===== src/hdl/llt_pkg.sv =====
// ----------------------------------------------------------------------------
// llt_pkg
// Types and constants shared by the least loaded task dispatcher modules.
// ----------------------------------------------------------------------------
package llt_pkg;

  localparam int unsigned MaxProcsDef = 16;
  localparam int unsigned MaxTasksDef = 1024;

  // Token fields are sized for the widest legal parameter values.
  localparam int unsigned IdxFieldW = 6;   // up to 64 processors
  localparam int unsigned CntFieldW = 17;  // up to 65536 tasks
  localparam int unsigned LoadW     = 32;
  localparam int unsigned TimeW     = 16;
  localparam int unsigned CfgW      = 5;

  localparam logic [CfgW-1:0] ActiveProcsRst = 5'd16;

  typedef struct packed {
    logic             new_batch;
    logic [TimeW-1:0] task_time;
  } llt_in_t;

  typedef struct packed {
    logic [3:0]       proc_index;
    logic [9:0]       slot;
    logic [10:0]      task_number;
    logic [LoadW-1:0] new_load;
    logic             saturated;
  } llt_out_t;

  // Running minimum that walks down the cell chain.
  typedef struct packed {
    logic                 valid;
    logic                 have;
    logic [IdxFieldW-1:0] idx;
    logic [LoadW-1:0]     load;
    logic [CntFieldW-1:0] cnt;
  } llt_tok_t;

  // Update sent back to the winning cell.
  typedef struct packed {
    logic                 valid;
    logic [IdxFieldW-1:0] idx;
    logic [LoadW-1:0]     load;
    logic                 inc;
  } llt_wr_t;

endpackage


===== src/hdl/llt_cell.sv =====
// ----------------------------------------------------------------------------
// llt_cell
// One processor slot: holds its load and slot count, and compares its load
// against the running minimum passing through, one hop per cycle.
// ----------------------------------------------------------------------------
module llt_cell #(
  parameter int unsigned CELL_IDX = 0,
  parameter int unsigned CNT_W    = 11
) (
  input  logic              clk_i,
  input  logic              rst_ni,
  input  logic              clear_i,
  input  logic              active_i,
  input  llt_pkg::llt_wr_t  wr_i,
  input  llt_pkg::llt_tok_t tok_i,
  output llt_pkg::llt_tok_t tok_o
);

  logic [llt_pkg::LoadW-1:0] load_q, load_d;
  logic [CNT_W-1:0]          cnt_q, cnt_d;
  llt_pkg::llt_tok_t         tok_q, tok_d;
  logic                      hit;
  logic                      take;

  assign hit  = wr_i.valid && (wr_i.idx == llt_pkg::IdxFieldW'(CELL_IDX));
  assign take = tok_i.valid && active_i && (!tok_i.have || (load_q < tok_i.load));

  always_comb begin
    load_d = load_q;
    cnt_d  = cnt_q;
    if (clear_i) begin
      load_d = '0;
      cnt_d  = '0;
    end else if (hit) begin
      load_d = wr_i.load;
      if (wr_i.inc) begin
        cnt_d = cnt_q + CNT_W'(1);
      end
    end
  end

  always_comb begin
    tok_d = tok_i;
    if (take) begin
      tok_d.have = 1'b1;
      tok_d.idx  = llt_pkg::IdxFieldW'(CELL_IDX);
      tok_d.load = load_q;
      tok_d.cnt  = llt_pkg::CntFieldW'(cnt_q);
    end
  end

  always_ff @(posedge clk_i or negedge rst_ni) begin
    if (!rst_ni) begin
      load_q <= '0;
      cnt_q  <= '0;
      tok_q  <= '0;
    end else begin
      load_q <= load_d;
      cnt_q  <= cnt_d;
      tok_q  <= tok_d;
    end
  end

  assign tok_o = tok_q;

endmodule


===== src/hdl/least_loaded_task_dispatcher.sv =====
// ----------------------------------------------------------------------------
// least_loaded_task_dispatcher
// Flow: an accepted task is registered, its token enters cell 0 and walks the
//   cell chain one processor per cycle, and the result is registered as done_o rises.
// One task at a time: busy holds until the token leaves the chain, so a new task
//   is taken only after that. Reset clears all loads, slot counts and the task
//   counter; active_procs returns to 16. The receiver cannot stall; done_o is a one-cycle strobe.
// ----------------------------------------------------------------------------
module least_loaded_task_dispatcher #(
  parameter int unsigned MAX_PROCS = llt_pkg::MaxProcsDef,
  parameter int unsigned MAX_TASKS = llt_pkg::MaxTasksDef
) (
  input  logic                      clk_i,
  input  logic                      rst_ni,
  input  logic                      start,
  output logic                      busy,
  input  llt_pkg::llt_in_t          in_i,
  output logic                      done_o,
  output llt_pkg::llt_out_t         res_o,
  input  logic                      cfg_valid_i,
  output logic                      cfg_ready_o,
  input  logic [llt_pkg::CfgW-1:0]  cfg_data_i
);

  localparam int unsigned CntW = $clog2(MAX_TASKS + 1);

  logic                        busy_q, launch_q, done_q;
  logic [llt_pkg::TimeW-1:0]   time_q;
  logic [CntW-1:0]             task_cnt_q, task_cnt_d;
  logic [llt_pkg::CfgW-1:0]    act_q;
  llt_pkg::llt_out_t           res_q, res_d;
  logic                        accept;
  logic                        clear;
  llt_pkg::llt_tok_t           tok [MAX_PROCS+1];
  llt_pkg::llt_tok_t           tok_exit;
  llt_pkg::llt_wr_t            wr;
  logic [llt_pkg::LoadW:0]     sum;
  logic                        load_sat, slot_sat, task_sat;
  logic [llt_pkg::CntFieldW-1:0] slot_val;
  logic [CntW-1:0]             number;

  assign accept      = start && !busy_q;
  assign clear       = accept && in_i.new_batch;
  assign busy        = busy_q;
  assign done_o      = done_q;
  assign res_o       = res_q;
  assign cfg_ready_o = !busy_q;

  // Fresh token enters cell 0 in the cycle after the task is taken.
  always_comb begin
    tok[0]       = '0;
    tok[0].valid = launch_q;
  end

  for (genvar i = 0; i < MAX_PROCS; i++) begin : g_cell
    logic active;
    assign active = (i == 0) || ({27'd0, act_q} > 32'(i));

    llt_cell #(
      .CELL_IDX (i),
      .CNT_W    (CntW)
    ) u_cell (
      .clk_i    (clk_i),
      .rst_ni   (rst_ni),
      .clear_i  (clear),
      .active_i (active),
      .wr_i     (wr),
      .tok_i    (tok[i]),
      .tok_o    (tok[i+1])
    );
  end

  assign tok_exit = tok[MAX_PROCS];

  always_comb begin
    sum      = {1'b0, tok_exit.load} + {{(llt_pkg::LoadW + 1 - llt_pkg::TimeW){1'b0}}, time_q};
    load_sat = sum[llt_pkg::LoadW];
    slot_sat = tok_exit.cnt >= llt_pkg::CntFieldW'(MAX_TASKS);
    task_sat = task_cnt_q >= CntW'(MAX_TASKS);
    slot_val = slot_sat ? llt_pkg::CntFieldW'(MAX_TASKS - 1) : tok_exit.cnt;
    number   = task_sat ? CntW'(MAX_TASKS) : task_cnt_q + CntW'(1);

    wr.valid = tok_exit.valid;
    wr.idx   = tok_exit.idx;
    wr.load  = load_sat ? '1 : sum[llt_pkg::LoadW-1:0];
    wr.inc   = !slot_sat;

    res_d.proc_index  = tok_exit.idx[3:0];
    res_d.slot        = slot_val[9:0];
    res_d.task_number = 11'(number);
    res_d.new_load    = wr.load;
    res_d.saturated   = load_sat || slot_sat || task_sat;

    task_cnt_d = task_cnt_q;
    if (clear) begin
      task_cnt_d = '0;
    end else if (tok_exit.valid && !task_sat) begin
      task_cnt_d = number;
    end
  end

  always_ff @(posedge clk_i or negedge rst_ni) begin
    if (!rst_ni) begin
      busy_q     <= 1'b0;
      launch_q   <= 1'b0;
      done_q     <= 1'b0;
      task_cnt_q <= '0;
      act_q      <= llt_pkg::ActiveProcsRst;
    end else begin
      launch_q   <= accept;
      done_q     <= tok_exit.valid;
      task_cnt_q <= task_cnt_d;
      if (accept) begin
        busy_q <= 1'b1;
      end else if (tok_exit.valid) begin
        busy_q <= 1'b0;
      end
      if (cfg_valid_i && !busy_q) begin
        act_q <= cfg_data_i;
      end
    end
  end

  // Payload registers, no reset needed.
  always_ff @(posedge clk_i) begin
    if (accept) begin
      time_q <= in_i.task_time;
    end
    if (tok_exit.valid) begin
      res_q <= res_d;
    end
  end

endmodule


===== config.mk =====
export PLATFORM = sky130hd
export DESIGN_NAME = least_loaded_task_dispatcher
export DESIGN_NICKNAME = d
export VERILOG_FILES = /design/src/hdl/llt_pkg.sv /design/src/hdl/llt_cell.sv /design/src/hdl/least_loaded_task_dispatcher.sv
export SDC_FILE = /design/constraint.sdc
export NUM_CORES = 2
export LEC_CHECK = 0
export BUFFER_PORTS_ARGS = -buffer_cell sky130_fd_sc_hd__buf_2
export CAP_MARGIN = 20
export CORE_ASPECT_RATIO = 0.8
export CORE_MARGIN = 2
export CORE_UTILIZATION = 55
export DETAILED_ROUTE_END_ITERATION = 7
export PLACE_DENSITY = 0.75
export REMOVE_ABC_BUFFERS = 1
export SLEW_MARGIN = 20
export SYNTH_ARGS = -nofsm -noshare
export SYNTH_HDL_FRONTEND = slang
export SYNTH_HIERARCHICAL = 1
export SYNTH_SLANG_ARGS = --single-unit

===== constraint.sdc =====
create_clock -name clk_i -period 5.25 [get_ports clk_i]
set_input_delay 0.2625 -clock clk_i [delete_from_list [all_inputs] [get_ports clk_i]]
set_output_delay 0.2625 -clock clk_i [all_outputs]
set_load 0.01 [all_outputs]

======== Yosys cells after proc, flatten, opt, wreduce, memory -nomap -nowiden ========
Index checks and enable logic that the tools add are counted.
word-level totals
  bits of input ports ..................... 26
  output and inout port bits .............. 61
  register bits after elaboration ......... 1692
  word-level logic and storage cells ...... 409
cells by class
  $add $sub $neg .......................... 18
  $lt $le $gt $ge ......................... 32
  muxes and demuxes ....................... 102
  equality and inequality tests ........... 16
  reduce and logical (&&, ||, !) cells .... 119
operators with widths
  cell                                                                                    number
  32-bit two-way mux                                                                      33
  56-bit two-way mux                                                                      15
  11-bit two-way mux                                                                      51
  32-bit < comparator                                                                     15
  11-bit by 1-bit adder with 11-bit output (second input constant)                        17
  55-bit two-way mux                                                                      1
  1-bit logical AND                                                                       50
  6-bit by 4-bit equality test with 1-bit output (second input constant)                  8
  5-bit by 4-bit greater-than comparator with 1-bit output (second input constant)        8
  2-bit nonzero test                                                                      18
  32-bit by 16-bit adder with 33-bit output                                               1
  2-bit AND reduction                                                                     16
  6-bit by 3-bit equality test with 1-bit output (second input constant)                  4
  5-bit by 3-bit greater-than comparator with 1-bit output (second input constant)        4
  17-bit by 11-bit greater-or-equal comparator with 1-bit output (second input constant)  1
  1-bit zero test                                                                         17
  1-bit logical OR                                                                        17
  6-bit by 2-bit equality test with 1-bit output (second input constant)                  2
  11-bit greater-or-equal comparator (second input constant)                              1
  5-bit by 2-bit greater-than comparator with 1-bit output (second input constant)        2
  6-bit by 1-bit equality test with 1-bit output (second input constant)                  1
  6-bit zero test                                                                         1
  5-bit by 1-bit greater-than comparator with 1-bit output (second input constant)        1
  1-bit two-way mux                                                                       2
  2-bit inequality test (second input constant)                                           1

======== Longest topological paths before layout ========
  depth after elaboration ................. 5
  mapped depth ............................ 11
  mapped depth without buffers ............ 10

======== Cells and area by module ========
The synthesis kept the hierarchy.
modules (own cells, without submodules)
  module                             instances  area an instance (µm²)  seq. area each (µm²)  cells each
  llt_cell at g_cell[11].u_cell ...  4          4795.8                  2502.4                424
  llt_cell at g_cell[10].u_cell ...  4          4784.6                  2502.4                428
  llt_cell at g_cell[12].u_cell ...  3          4783.3                  2502.4                428
  llt_cell at g_cell[4].u_cell ...   2          4782.1                  2502.4                428
  least_loaded_task_dispatcher       1          4979.8                  2698.8                454
  llt_cell at g_cell[3].u_cell       1          4800.9                  2502.4                424
  llt_cell at g_cell[0].u_cell       1          4780.8                  2502.4                428
  llt_cell at g_cell[15].u_cell      1          4620.7                  2502.4                424

======== Worst setup path after synthesis ========
OpenSTA, ideal clock, no wires.
  kind .................................... flip-flop to flip-flop
  start point ............................. register time_q[4] (netlist name)
  end point ............................... register res_q (netlist bit res_o[30]) (data pin)
  clock period less this slack ............ 3.484 ns
  stages on the path, launching flop included .. 8
  required time ........................... 4.768 ns
  setup slack ............................. 1.766 ns
  data arrival time ....................... 3.002 ns
  setup time .............................. 0.482 ns
  path buffers ............................ 0
  path through ............................ edfxtp_1 -> ha_1 -> o211ai_1 -> o21ai_0 -> a31oi_1 -> nand2_1 -> a21boi_0 -> o311ai_0
RTL lines
  element                 line                                 RTL
  start, declared         least_loaded_task_dispatcher.sv:28   logic [llt_pkg::TimeW-1:0] time_q;
  start signal, assigned  least_loaded_task_dispatcher.sv:127  time_q <= in_i.task_time;
  end signal, assigned    least_loaded_task_dispatcher.sv:130  res_q <= res_d;
  end, declared           least_loaded_task_dispatcher.sv:31   llt_pkg::llt_out_t res_q, res_d;

==> flow_summary.toml <==
[status]
status = "complete, no violations"

[final_layout]
layout-drive-gt1-share = 0.164
nets = 8000
fin_area_um2 = 89800
stdcell_count = 9559
antenna_cells = 0
fill_cells = 11300
syn_to_final_growth_pct = 10.4

[placement]
placed_cells = 9235
port_buffers = 86
hpwl_mm = 113
place.gp.congestion = 0.855
postPlaceCellArea_um2 = 84100

[detailed_routing]
post-route-drc-count = 0
vias = 51700
via_per_inst = 5.41
ant_nets = 0
routed_wirelength_mm = 165
routedWlPerCell_um = 17.3
drtIter0Drc = 3723
dr.pass1.iters = 5

[timing]
hold_violations = 0
fmax_ghz = 0.244
rsz0062_at_grt = "false"
holdWs_ps = 33.6
finalCriticalPeriod_ps = 4090
period_share = 0.779
setup_tns_ps = 0
slew_headroom = 0.249
skew_ps = 29.8
slew_violations = 0
setup-violations-final = 0
worst_pin_slew_ps = 1120

[clock_network]
cts_tree = "yes"
cts_buffers = 163
htreeDepth = 4
cts.sinks = 1692
ctsRootBufferMaster = "clkbuf_16"
cts_resized = 0
cts.clk_slew.worst_paths_ps = 60
clkLatencyLatePin_ps = 810
cts_buffer_depth = 3

[synth]
synthCells = 7276
syn_area_um2 = 81400
avgSynthCellArea_um2 = 11.2
yosysWarningCount = 6

[floorplan]
die_w_um = 434
io_pins = 87
num_rows = 126
core_um2 = 147000
initial_core_util = 0.553
die_h_um = 348
dieArea_um2 = 151000

[pwr]
p_leak_nw = 42.5
power_w = 0.0508
seqPwrFrac = 0.401
irDropWorstVdd_v = 0.000512
comb_power_share = 0.365
p_clk_frac = 0.234
intPower_w = 0.0326
power_density_nw_per_um2 = 565
switchingPower_w = 0.0181
sw_frac_of_total = 0.357

[grt]
antenna_found_initial = 0
grtUsageTotal = 0.222
grt_max_degree = 185
grt_pass1_wl_mm = 274
grt_pass1_vias = 53400
gr-total-overflow = 0

[worst_setup_path]
criticalPathCategory = "flip-flop to flip-flop"
cp.required_ps = 5460
end_kind = "flip-flop"
path_max_fanout = 27
arrival_ps = 4300
start_kind = "flip-flop"

[min_path]
hp-class = "input pin to asynchronous set/reset pin"

[run]
maxCapViolCount = 0
through the flow:
step	setup slack (ps)	util
3_3_place_gp	1400	0.571
5_1_grt	1050	0.610
3_5_place_dp	1270	0.571
2_1_floorplan	-10370	-
6_report	1160	0.610
4_1_cts	1270	0.610
power groups by stage:
stage / clock network, W / registers [W] / logic, W
after floorplan: 0 / 0.0196 / 0.0138
after global placement: 0 / 0.0202 / 0.0175
after detailed placement: 0 / 0.0205 / 0.0183
after CTS: 0.0122 / 0.0203 / 0.0185
after global routing: 0.0128 / 0.0208 / 0.0204
final: 0.0119 / 0.0203 / 0.0185
path summary, 6_finish.rpt:
kind | from | end | slack [ps] | cells after the start
min reg2reg | g_cell[12].u_cell/tok_o[56]$_DFF_PN0_ | g_cell[13].u_cell/tok_o[56]$_DFF_PN0_ | 370 | 0
min | rst_ni | g_cell[14].u_cell/cnt_q[8]$_DFFE_PN0P_ | 30 | 2
max | time_q[0]$_DFFE_PP_ | res_o[20]$_DFFE_PP_ | 1160 | 8
max reg2reg | time_q[0]$_DFFE_PP_ | res_o[20]$_DFFE_PP_ | 1160 | 8
max in group asynchronous | rst_ni | g_cell[3].u_cell/tok_o[0]$_DFF_PN0_ | 3630 | 3
min in group clk_i | start | launch_q$_DFF_PN0_ | 70 | 3
final cells by class:
class | count | area (um2) | share of cell area
clock buffers | 239 | 4740 | 0.0528
clock inverters | 58 | 753 | 0.00838
inverters | 520 | 1950 | 0.0217
multi-input cells | 4861 | 35500 | 0.395
flip-flops and latches | 1692 | 42700 | 0.475
well taps | 1984 | 2480 | 0.0276
repair buffers | 205 | 1700 | 0.0189
timing repair:
item / in CTS / in global routing
hold buffers: 27 / 0
setup buffers: 0 / 0
hold endpoints to repair: 128 / 0
layer usage:
| metal | global-route usage | wire length, um | up-vias |
|---|---|---|---|
| li1 | - | - | 24800 |
| met1 | 0.294 | 72800 | 25600 |
| met2 | 0.378 | 81200 | 1004 |
| met3 | 0.0327 | 7100 | 282 |
| met4 | 0.0701 | 4190 | 0 |
| met5 | 0 | 0 | - |
state kept, by name, indices dropped and copies added, names as in the netlist:
signal                flops
time_q                   16
done_o                    1
task_cnt_q               11
res_o                    58
g_cell.u_cell/cnt_q     176
g_cell.u_cell/load_q    512
launch_q                  1
busy                      1
act_q                     5
g_cell.u_cell/tok_o     911
critical path: stages, from the launching register on:
cell,delay [ps]
edfxtp_1,370
ha_1,250
fa_1,430
a21o_1,230
a221oi_2,490
o32a_4,280
nand2_4,110
nand4_4,400
nand3_1,910
cell usage in the layout (no fill, tap or decap), drive strengths merged, types with 8 or more instances in the layout:
cell,n
a211oi,20
and4,19
xnor2,54
or3,21
nor4bb,8
nand2,1326
nor2b,181
nand2b,21
and3,46
nor3,31
nand3,155
a31oi,23
ha,530
mux2,697
edfxtp,74
a41oi,17
and2,15
o21a,19
dfrtp,1617
clkinv,34
buf,178
a21o,10
a2111oi,16
a2bb2oi,18
conb,91
nand4,65
xor2,123
bufinv,11
a21oi,815
inv,529
o21ai,127
nor4,22
nor2,268
or2,45
dlygate4sd3,27
o41ai,16
o2111a,12
clkbuf,239
Note: power is estimated with default switching activity, not from simulation.
